**src/design/aoc_pkg.sv**
```systemverilog
// ----------------------------------------------------------------------------
// Alpha-over compositor package
// Payload types for the pixel and result channels, register indexes and the
// per-stage pipeline record shared by the compositor.
// ----------------------------------------------------------------------------
`default_nettype none

package aoc_pkg;

   localparam int CSR_INDEX_W = 8;
   localparam int CSR_DATA_W  = 8;

   localparam logic [CSR_INDEX_W-1:0] CSR_LAYER_OPACITY = 8'd0;
   localparam logic [CSR_INDEX_W-1:0] CSR_MASK_ENABLE   = 8'd1;

   localparam logic [7:0] OPAQUE_LEVEL = 8'd255;

   typedef struct packed {
      logic [7:0] src_red;
      logic [7:0] src_green;
      logic [7:0] src_blue;
      logic [7:0] src_opacity;
      logic [7:0] dst_red;
      logic [7:0] dst_green;
      logic [7:0] dst_blue;
      logic [7:0] dst_opacity;
      logic [7:0] mask_value;
   } req_type;

   typedef struct packed {
      logic [7:0] out_red;
      logic [7:0] out_green;
      logic [7:0] out_blue;
      logic [7:0] out_opacity;
   } rsp_type;

   // Everything one pixel carries down the pipeline. Fields that a stage
   // has no use for yet simply ride along.
   typedef struct packed {
      req_type            pix;
      logic [7:0]         alpha;
      logic               zero;
      logic [7:0]         new_alpha;
      logic [7:0]         num_low;
      logic [7:0]         rem;
      logic [7:0]         quo;
      logic               sat;
      logic               copy;
      logic signed [17:0] prod_red;
      logic signed [17:0] prod_green;
      logic signed [17:0] prod_blue;
      rsp_type            result;
   } stage_type;

endpackage

`default_nettype wire

```
**src/design/alpha_over_compositor_unit.sv**
```systemverilog
// ----------------------------------------------------------------------------
// Alpha-over compositor unit
// Composites one 8-bit RGBA source pixel over a destination pixel, with an
// optional mask byte and a global layer opacity, in a ten-stage pipeline.
// ----------------------------------------------------------------------------
// rsp_valid rises once an accepted request has passed the stage registers ST_MASK to ST_OUT.
// Throughput: one pixel per cycle while rsp_ready is high; no feedback between pixels.
// The blend-factor divide is a restoring divider, two quotient bits per stage
// over four stages; the multiplies and that divider set the stage count.
// Reset clears all stage valid bits, sets layer_opacity to 255 and mask_enable
// to 0.
`default_nettype none

module alpha_over_compositor_unit (
   input  wire                                clock,
   input  wire                                reset,
   input  wire                                req_valid,
   output logic                               req_ready,
   input  aoc_pkg::req_type                   req_data,
   output logic                               rsp_valid,
   input  wire                                rsp_ready,
   output aoc_pkg::rsp_type                   rsp_data,
   input  wire                                csr_valid,
   output logic                               csr_ready,
   input  wire  [aoc_pkg::CSR_INDEX_W-1:0]    csr_index,
   input  wire  [aoc_pkg::CSR_DATA_W-1:0]     csr_data
);

   localparam int ST_MASK     = 0;
   localparam int ST_OPACITY  = 1;
   localparam int ST_NEWALPHA = 2;
   localparam int ST_DIVSETUP = 3;
   localparam int ST_DIV0     = 4;
   localparam int ST_DIV3     = 7;
   localparam int ST_BLEND    = 8;
   localparam int ST_OUT      = 9;
   localparam int NUM_STAGES  = 10;

   // ------------------------------------------------------------------------
   // Arithmetic helpers
   // ------------------------------------------------------------------------
   function automatic logic [7:0] umult8(input logic [7:0] a, input logic [7:0] b);
      logic [16:0] t;
      logic [16:0] s;
      t = a * b + 17'd128;
      s = t + (t >> 8);
      return s[15:8];
   endfunction

   // One restoring-division step: returns the quotient bit and new remainder.
   function automatic logic [8:0] div_step(input logic [7:0] rem,
                                           input logic       bit_in,
                                           input logic [7:0] divisor);
      logic [8:0] shifted;
      logic [8:0] diff;
      shifted = {rem, bit_in};
      diff    = shifted - {1'b0, divisor};
      if (shifted >= {1'b0, divisor}) begin
         return {1'b1, diff[7:0]};
      end
      return {1'b0, shifted[7:0]};
   endfunction

   function automatic logic signed [17:0] blend_term(input logic [7:0] s,
                                                     input logic [7:0] d,
                                                     input logic [7:0] f);
      logic signed [8:0]  diff;
      logic signed [17:0] prod;
      diff = $signed({1'b0, s}) - $signed({1'b0, d});
      prod = diff * $signed({1'b0, f});
      return prod + 18'sd128;
   endfunction

   // Finishes mult(s-d, f) with flooring shifts and adds it to d.
   function automatic logic [7:0] blend_finish(input logic signed [17:0] t,
                                               input logic [7:0]         d);
      logic signed [17:0] t2;
      logic signed [17:0] r;
      t2 = t + (t >>> 8);
      r  = t2 >>> 8;
      return d + r[7:0];
   endfunction

   // ------------------------------------------------------------------------
   // Configuration registers
   // ------------------------------------------------------------------------
   logic [7:0] layer_opacity_ff;
   logic       mask_enable_ff;

   assign csr_ready = 1'b1;

   always_ff @(posedge clock) begin
      if (reset) begin
         layer_opacity_ff <= aoc_pkg::OPAQUE_LEVEL;
         mask_enable_ff   <= 1'b0;
      end else if (csr_valid && csr_ready) begin
         unique case (csr_index)
            aoc_pkg::CSR_LAYER_OPACITY: layer_opacity_ff <= csr_data[7:0];
            aoc_pkg::CSR_MASK_ENABLE:   mask_enable_ff   <= csr_data[0];
            default: ;
         endcase
      end
   end

   // ------------------------------------------------------------------------
   // Pipeline flow control: a stage loads when it is empty or its item moves on.
   // ------------------------------------------------------------------------
   logic                    valid_ff [NUM_STAGES];
   aoc_pkg::stage_type      data_ff  [NUM_STAGES];
   aoc_pkg::stage_type      data_in  [NUM_STAGES];
   logic                    valid_in [NUM_STAGES];
   logic [NUM_STAGES:0]     stage_ready;

   always_comb begin
      stage_ready[NUM_STAGES] = rsp_ready;
      for (int k = NUM_STAGES - 1; k >= 0; k--) begin
         stage_ready[k] = !valid_ff[k] || stage_ready[k+1];
      end
      valid_in[0] = req_valid;
      for (int k = 1; k < NUM_STAGES; k++) begin
         valid_in[k] = valid_ff[k-1];
      end
   end

   assign req_ready = stage_ready[0];
   assign rsp_valid = valid_ff[ST_OUT];
   assign rsp_data  = data_ff[ST_OUT].result;

   // ------------------------------------------------------------------------
   // Stage datapath
   // ------------------------------------------------------------------------
   always_comb begin
      aoc_pkg::stage_type prev;
      aoc_pkg::stage_type nxt;
      logic [15:0]        num;
      logic [8:0]         step_hi;
      logic [8:0]         step_lo;
      logic [7:0]         factor;
      logic               keep_dst_alpha;
      logic [7:0]         blend_red;
      logic [7:0]         blend_green;
      logic [7:0]         blend_blue;

      for (int k = 0; k < NUM_STAGES; k++) begin
         prev     = (k == 0) ? '0 : data_ff[(k == 0) ? 0 : k-1];
         prev.pix = (k == 0) ? req_data : prev.pix;
         nxt      = prev;
         num      = '0;
         step_hi  = '0;
         step_lo  = '0;
         factor   = '0;
         keep_dst_alpha = 1'b0;
         blend_red      = '0;
         blend_green    = '0;
         blend_blue     = '0;

         case (k)
            ST_MASK: begin
               if (mask_enable_ff && prev.pix.mask_value != aoc_pkg::OPAQUE_LEVEL) begin
                  nxt.alpha = umult8(prev.pix.src_opacity, prev.pix.mask_value);
               end else begin
                  nxt.alpha = prev.pix.src_opacity;
               end
            end
            ST_OPACITY: begin
               nxt.zero = (prev.alpha == 8'd0);
               if (layer_opacity_ff != aoc_pkg::OPAQUE_LEVEL) begin
                  nxt.alpha = umult8(prev.alpha, layer_opacity_ff);
               end
            end
            ST_NEWALPHA: begin
               nxt.new_alpha = prev.pix.dst_opacity
                             + umult8(aoc_pkg::OPAQUE_LEVEL - prev.pix.dst_opacity,
                                      prev.alpha);
            end
            ST_DIVSETUP: begin
               // Rounded numerator alpha*255 + new_alpha/2. A quotient that would
               // not fit in eight bits shows up as a high byte >= the divisor.
               num = {prev.alpha, 8'd0} - {8'd0, prev.alpha}
                   + {9'd0, prev.new_alpha[7:1]};
               nxt.rem     = num[15:8];
               nxt.num_low = num[7:0];
               nxt.sat     = (num[15:8] >= prev.new_alpha);
               nxt.quo     = '0;
            end
            ST_BLEND: begin
               if (prev.pix.dst_opacity == aoc_pkg::OPAQUE_LEVEL
                   || prev.new_alpha == 8'd0) begin
                  factor = prev.alpha;
               end else if (prev.sat) begin
                  factor = aoc_pkg::OPAQUE_LEVEL;
               end else begin
                  factor = prev.quo;
               end
               nxt.copy = (prev.alpha == aoc_pkg::OPAQUE_LEVEL)
                        || (factor == aoc_pkg::OPAQUE_LEVEL);
               nxt.prod_red   = blend_term(prev.pix.src_red,   prev.pix.dst_red,   factor);
               nxt.prod_green = blend_term(prev.pix.src_green, prev.pix.dst_green, factor);
               nxt.prod_blue  = blend_term(prev.pix.src_blue,  prev.pix.dst_blue,  factor);
            end
            ST_OUT: begin
               blend_red   = blend_finish(prev.prod_red,   prev.pix.dst_red);
               blend_green = blend_finish(prev.prod_green, prev.pix.dst_green);
               blend_blue  = blend_finish(prev.prod_blue,  prev.pix.dst_blue);
               keep_dst_alpha = prev.zero
                              || (prev.alpha == aoc_pkg::OPAQUE_LEVEL)
                              || (prev.pix.dst_opacity == aoc_pkg::OPAQUE_LEVEL);
               if (prev.zero) begin
                  nxt.result.out_red   = prev.pix.dst_red;
                  nxt.result.out_green = prev.pix.dst_green;
                  nxt.result.out_blue  = prev.pix.dst_blue;
               end else if (prev.copy) begin
                  nxt.result.out_red   = prev.pix.src_red;
                  nxt.result.out_green = prev.pix.src_green;
                  nxt.result.out_blue  = prev.pix.src_blue;
               end else begin
                  nxt.result.out_red   = blend_red;
                  nxt.result.out_green = blend_green;
                  nxt.result.out_blue  = blend_blue;
               end
               nxt.result.out_opacity = keep_dst_alpha ? prev.pix.dst_opacity
                                                       : prev.new_alpha;
            end
            default: begin
               // Divider stages: two quotient bits each, numerator bits taken
               // from the top of num_low, which shifts left as they are used.
               step_hi     = div_step(prev.rem, prev.num_low[7], prev.new_alpha);
               step_lo     = div_step(step_hi[7:0], prev.num_low[6], prev.new_alpha);
               nxt.rem     = step_lo[7:0];
               nxt.quo     = {prev.quo[5:0], step_hi[8], step_lo[8]};
               nxt.num_low = {prev.num_low[5:0], 2'b00};
            end
         endcase

         data_in[k] = nxt;
      end
   end

   always_ff @(posedge clock) begin
      for (int k = 0; k < NUM_STAGES; k++) begin
         if (reset) begin
            valid_ff[k] <= 1'b0;
         end else if (stage_ready[k]) begin
            valid_ff[k] <= valid_in[k];
         end
         if (stage_ready[k]) begin
            data_ff[k] <= data_in[k];
         end
      end
   end

   // ------------------------------------------------------------------------
   // Assertions
   // ------------------------------------------------------------------------
   // With every stage full and the output stalled, no request may be taken.
   assert property (@(posedge clock) disable iff (reset)
      (valid_ff[ST_OUT] && !rsp_ready && valid_ff[ST_MASK] && valid_ff[ST_OPACITY]
       && valid_ff[ST_NEWALPHA] && valid_ff[ST_DIVSETUP] && valid_ff[ST_DIV0]
       && valid_ff[5] && valid_ff[6] && valid_ff[ST_DIV3] && valid_ff[ST_BLEND])
      |-> !req_ready)
      else $error("request accepted into a full, stalled pipeline");

   // The divider remainder stays below the divisor when no saturation occurred.
   assert property (@(posedge clock) disable iff (reset)
      (valid_ff[ST_DIV3] && !data_ff[ST_DIV3].sat)
      |-> (data_ff[ST_DIV3].rem < data_ff[ST_DIV3].new_alpha))
      else $error("divider remainder out of range");

   // An item in the blend stage held by a stall must still be there next cycle.
   assert property (@(posedge clock) disable iff (reset)
      (valid_ff[ST_BLEND] && !stage_ready[ST_OUT])
      |=> (valid_ff[ST_BLEND] && $stable(data_ff[ST_BLEND].prod_red)))
      else $error("stalled blend stage lost its item");

   // An opaque destination always stays opaque.
   assert property (@(posedge clock) disable iff (reset)
      (rsp_valid && data_ff[ST_OUT].pix.dst_opacity == aoc_pkg::OPAQUE_LEVEL)
      |-> (rsp_data.out_opacity == aoc_pkg::OPAQUE_LEVEL))
      else $error("opaque destination lost opacity");

endmodule

`default_nettype wire
```
**config.mk**
```make
export PLATFORM = sky130hd
export DESIGN_NAME = alpha_over_compositor_unit
export DESIGN_NICKNAME = d
export VERILOG_FILES = /design/src/design/aoc_pkg.sv /design/src/design/alpha_over_compositor_unit.sv
export SDC_FILE = /design/constraint.sdc
export NUM_CORES = 2
export LEC_CHECK = 0
export BUFFER_PORTS_ARGS = -buffer_cell sky130_fd_sc_hd__buf_2
export CAP_MARGIN = 30
export CORE_ASPECT_RATIO = 1.75
export CORE_MARGIN = 2
export CORE_UTILIZATION = 67
export DETAILED_ROUTE_END_ITERATION = 7
export PLACE_DENSITY_LB_ADDON = 0.05
export RECOVER_POWER = 50
export SYNTH_ARGS = -nofsm -noshare
export SYNTH_HDL_FRONTEND = slang
export SYNTH_SLANG_ARGS = --single-unit
```
**constraint.sdc**
```tcl
create_clock -name clock -period 13.2 [get_ports clock]
set_input_delay 1.32 -clock clock [delete_from_list [all_inputs] [get_ports clock]]
set_output_delay 1.32 -clock clock [all_outputs]
set_load 0.05 [all_outputs]
```
# [Word-level counts from Yosys, hierarchy flattened]
# Memory sizes are Yosys's and may differ from the RTL's.
# Index checks and enable logic that the tools add are counted.
[word_totals] output_inout_bits=35 mem_bits_rw=2020 ff_bits=9 n_memories=2 input_bits=93 elab_cells=180
[memory_table] name="data_ff" words=10 width=201 read_ports=10 rd_clocked_by_memory_dff=0 wr=10 line_no="alpha_over_compositor_unit.sv:109" text="aoc_pkg::stage_type data_ff [NUM_STAGES];"
[memory_table] name="valid_ff" words=10 width=1 read_ports=10 rd_clocked_by_memory_dff=0 wr=10 line_no="alpha_over_compositor_unit.sv:108" text="logic valid_ff [NUM_STAGES];"
[classes] magnitude_cmp=9 n_bitwise=10 muxes=83 add_sub_neg=30 n_reduce_logical=30 multipliers=6 eq_ne=8
[op_table] operator="$mux W9" count=16
[op_table] operator="$ge A9 B8 Y1" count=8
[op_table] operator="$sub A8 B8 Y8" count=8
[op_table] operator="$mux W1" count=60
[op_table] operator="$add A18 B9 Y18 const B" count=3
[op_table] operator="$mul A9 B9 Y18" count=3
[op_table] operator="$add A16 B8 Y17 const B" count=3
[op_table] operator="$add A16 B10 Y16" count=3
[op_table] operator="$add A16 B9 Y16" count=3
[op_table] operator="$mul A8 B8 Y16" count=3
[op_table] operator="$mux W24" count=2
[op_table] operator="$eq A8 B8 Y1 const B" count=5
[op_table] operator="$mux W8" count=5
[op_table] operator="$add A8 B8 Y8" count=4
[op_table] operator="$sub A8 B8 Y9" count=3
[op_table] operator="$logic_not A8 Y1" count=3
[op_table] operator="$add A16 B7 Y16" count=1
[op_table] operator="$ne A8 B8 Y1 const B" count=2
[op_table] operator="$sub A16 B8 Y16" count=1
[op_table] operator="$logic_or A1 B1 Y1" count=14
[op_table] operator="$logic_not A1 Y1" count=10
[op_table] operator="$or A1 B1 Y1" count=10
[op_table] operator="$eq A8 B1 Y1 const B" count=1
[op_table] operator="$ge A8 B8 Y1" count=1
[op_table] operator="3 further kinds" count=4

# [Depth between registers and ports, before layout]
# An unclocked memory read counts as a cell.
[logic_depth] ltp_word=16 ltp_mapped=35 mapped_depth_nobuf=34

# [Worst setup path after synthesis]
# No wires, ideal clock.
[synth_path] path_type="input to output" start="input rsp_ready" end="output req_ready" required_ns=11.880 path_buffers=0 path_stages=6 arrival_ns=7.142 path_slack_ns=4.738 cell_sequence="nor2b_1 -> and3_1 -> and3_1 -> nand3_1 -> nor2_1 -> nand3_1"
[synth_between] elab_chain_cells=10
[synth_lines] element="from (decl)" line_no="alpha_over_compositor_unit.sv:21" text="input wire rsp_ready,"
[synth_lines] element="$logic_or A1 B1 Y1 (7 in a row)" line_no="alpha_over_compositor_unit.sv:117" text="stage_ready[k] = !valid_ff[k] || stage_ready[k+1];"
[synth_lines] element="via stage_ready[3]" line_no="alpha_over_compositor_unit.sv:112" text="logic [NUM_STAGES:0] stage_ready;"
[synth_lines] element="$logic_or A1 B1 Y1 (3 in a row)" line_no="alpha_over_compositor_unit.sv:117"
[synth_lines] element="to (decl)" line_no="alpha_over_compositor_unit.sv:18" text="output logic req_ready,"
# The timed path passes the listed nets, and every way through them passes these cells.

==> flow_summary.yaml <==
grt:
  met1_usage_pct: 28.02
  grt_start_max_net_pins: 73
  met2_usage_pct: 52.80
  grt_overflow: 0
  globalRouteTotalUtil_pct: 26.98
  grt_first_pass_wirelength_mm: 157.8
  grt_util_met3_pct: 3.179
  grt_pass1_vias: 30932
  antenna_found_initial: 4
  top_usage_layer: "met2"
clock_tree:
  post_cts_resize_count: 0
  path_clk_slew_ps: 70
  cts_buffers: 71
  post-cts-setup-buffer-count: 0
  cts_tree: "built"
  htree_num_levels: 3
  cts_hold_buffers: 0
  clk_latency_ps: 660
  cts_sinks: 823
  cts_root_buffer: "clkbuf_16"
  clock_path_buffers: 3
yosys:
  synth_seq_area_share_pct: 49.59
  synth_edf_count: 814
  syn_nets: 4814
  ys.flop_type: "edfxtp_1"
  ys_async_sr_fraction_pct: 0
  yosysWarnings: 0
  yosys.area.top_type_share_pct: 49.23
  synth_area_um2: 49650
  synth_seq_cells: 823
  syn_area_per_cell_um2: 12.57
  synth_area_leader_cell: "edfxtp_1"
  netlist-cell-type-count: 90
  synth_area_leaders: "edfxtp_1 (49%), fa_1 (12%), ha_1 (12%), inv_1 (4.4%), xnor2_1 (2.5%)"
  netlist_instances: 3950
run:
  maxCapViolations: 2
detailed_routing:
  route.detailed.drc: 0
  vias: 29168
  drtAntennaViolNets: 0
  drtPass1Iterations: 5
  drt-initial-drc-count: 1467
  wire_per_inst_um: 19.33
  wirelength_mm: 98.56
  avgViaCountPerCell: 5.720
floorplanning:
  die_x_um: 209.8
  die_y_um: 364.1
  dieArea_um2: 76390
  design.core.area_um2: 73660
  rows: 132
  io-pin-count: 128
  initial_core_util_pct: 67.41
setup_path:
  crit_path_end: "data_ff[2][119]"
  critPathLaunchType: "register"
  crit_arrival_ps: 8190
  end_kind: "register"
  cpMaxStageDelayCell: "fa_1"
  crit_fanout: 10
  crit_path_start: "data_ff[1][143]"
  slowest_delay_ps: 570
  critPathKind: "register to register"
  rrSetupSlack_ps: 5430
  r2r_end: "data_ff[2][119]"
  reg2regPathDepth: 32
  cp.required_ps: 13610
  r2r_start: "data_ff[1][143]"
  cp_common_cell: "xnor2_1"
sta:
  drv_slew: 91
  period_share_pct: 58.89
  relSlewSlack_pct: -69.08
  grt_setup_unrepaired: "false"
  finalClockSkew_ps: 44.58
  setup_viol: 0
  min_period_ps: 7774
  tns_ps: 0
  hold_viol: 0
  max_freq_mhz: 128.6
  tightest_slew_ps: 2522
place:
  numPortBuffers: 126
  dp_hpwl_mm: 76.21
  place_area_um2: 51440
  gp_congestion: 0.9302
run_status:
  violations: "capacitance limit, slew limit"
  status: "finished, violations left"
cells_and_area:
  fin_nets: 4970
  drive_gt1_share_pct: 9.012
  finalInstanceArea_um2: 53930
  area_growth_syn_to_layout_pct: 8.616
  num_antenna_cells: 0
worst_hold_path:
  min_path_type: "register to register"
==> kinds of logic after synthesis <==
kind of cell / share of synthesized area [%]
DFF: 49.59
AOI/OAI and AO/OA: 6.534
xor gates and xnor gates: 3.493
adders and majority gates: 24.12
buffers and inverters: 4.942
muxes: 1.504
other: 0.007553
and+or+nand+nor: 9.805
==> cells in the final DEF, fill, tap and decap left out, types with 38 or more instances in the layout <==
cell type / n
nor3_1: 43
nand4_1: 38
and2_1: 84
nor2_1: 242
nor2b_1: 110
nand2_1: 242
xor2_1: 44
xnor2_1: 140
inv_1: 572
mux2_2: 46
o21ai_0: 91
buf_2: 118
a21o_1: 57
ha_1: 462
clkbuf_16: 71
fa_1: 309
edfxtp_1: 814
o21a_1: 38
a21oi_1: 118
nand2b_1: 50
==> critical path, delay by kind of cell, from the launching register on <==
family	cells	cell delay [ps]
adders and majority gates	7	3130
buffers and inverters	3	160
AOI/OAI and AO/OA	11	2070
and+or+nand+nor	6	910
DFF	1	560
xor gates and xnor gates	5	680
==> layout make-up <==
| class | count | area, um^2 |
|---|---|---|
| sequential | 823 | 24620 |
| multi-input combinational | 2477 | 22620 |
| fill | 5018 | 19730 |
| inverter | 579 | 2178 |
| clock buffer | 82 | 1818 |
| tap | 938 | 1174 |
| timing repair buffer | 154 | 835.8 |
| clock inverter | 46 | 679.4 |
==> synthesized netlist by cell type, types with 10 or more instances <==
master / instances
or3_1: 28
nand3_1: 31
clkbuf_1: 61
nor4_1: 10
xor2_1: 44
nor3_1: 43
fa_1: 309
nor2b_1: 110
a211oi_1: 11
inv_1: 577
o21ai_1: 17
mux2_2: 53
ha_1: 462
xnor2_1: 140
nand2_1: 243
mux2i_1: 15
o21a_1: 38
o21ai_0: 93
or2_2: 29
a21o_1: 57
and2_1: 86
edfxtp_1: 814
nor2_1: 242
a21boi_0: 10
o211ai_1: 19
a21oi_1: 119
nand4_1: 38
and3_1: 16
a211o_1: 12
nand2b_1: 50
a21boi_1: 15
nor3b_1: 17
==> per-layer routing <==
metal	vias up	part of all wire (%)
met3	294	3.4
met4	0	5.3
met5	-	0
met1	14330	35
li1	13883	-
met2	661	57
==> state kept, by name, summed over array words and instances (netlist names) <==
| name | count |
|---|---|
| data_ff | 804 |
| layer_opacity_ff | 8 |
| mask_enable_ff | 1 |
| valid_ff | 10 |
==> how the worst min path moves through the flow <==
stage | startpoint | end | cells past startpoint
floorplan | data_ff[0][137] | data_ff[1][137] | 0
global placement | data_ff[5][88] | data_ff[6][90] | 0
detailed placement | data_ff[0][149] | data_ff[1][149] | 0
CTS | data_ff[5][109] | data_ff[6][111] | 0
global route | data_ff[5][109] | data_ff[6][111] | 0
finish | data_ff[5][109] | data_ff[6][111] | 0
==> per-stage QoR <==
stage	hold WS [ps]	util, %	setup WS [ps]	cells
finish	400.6	73.21	5426	5099
detailed placement	404.5	69.83	5564	4970
global route	399.1	73.21	4969	5099
floorplan	400.3	-	4738	3950
CTS	388.5	73.22	5516	5098
global placement	400.2	69.82	5648	4969
Power is left out: the tool's default activity adds up to more than one toggle a clock period on the data nets, which glitch-free logic cannot reach.
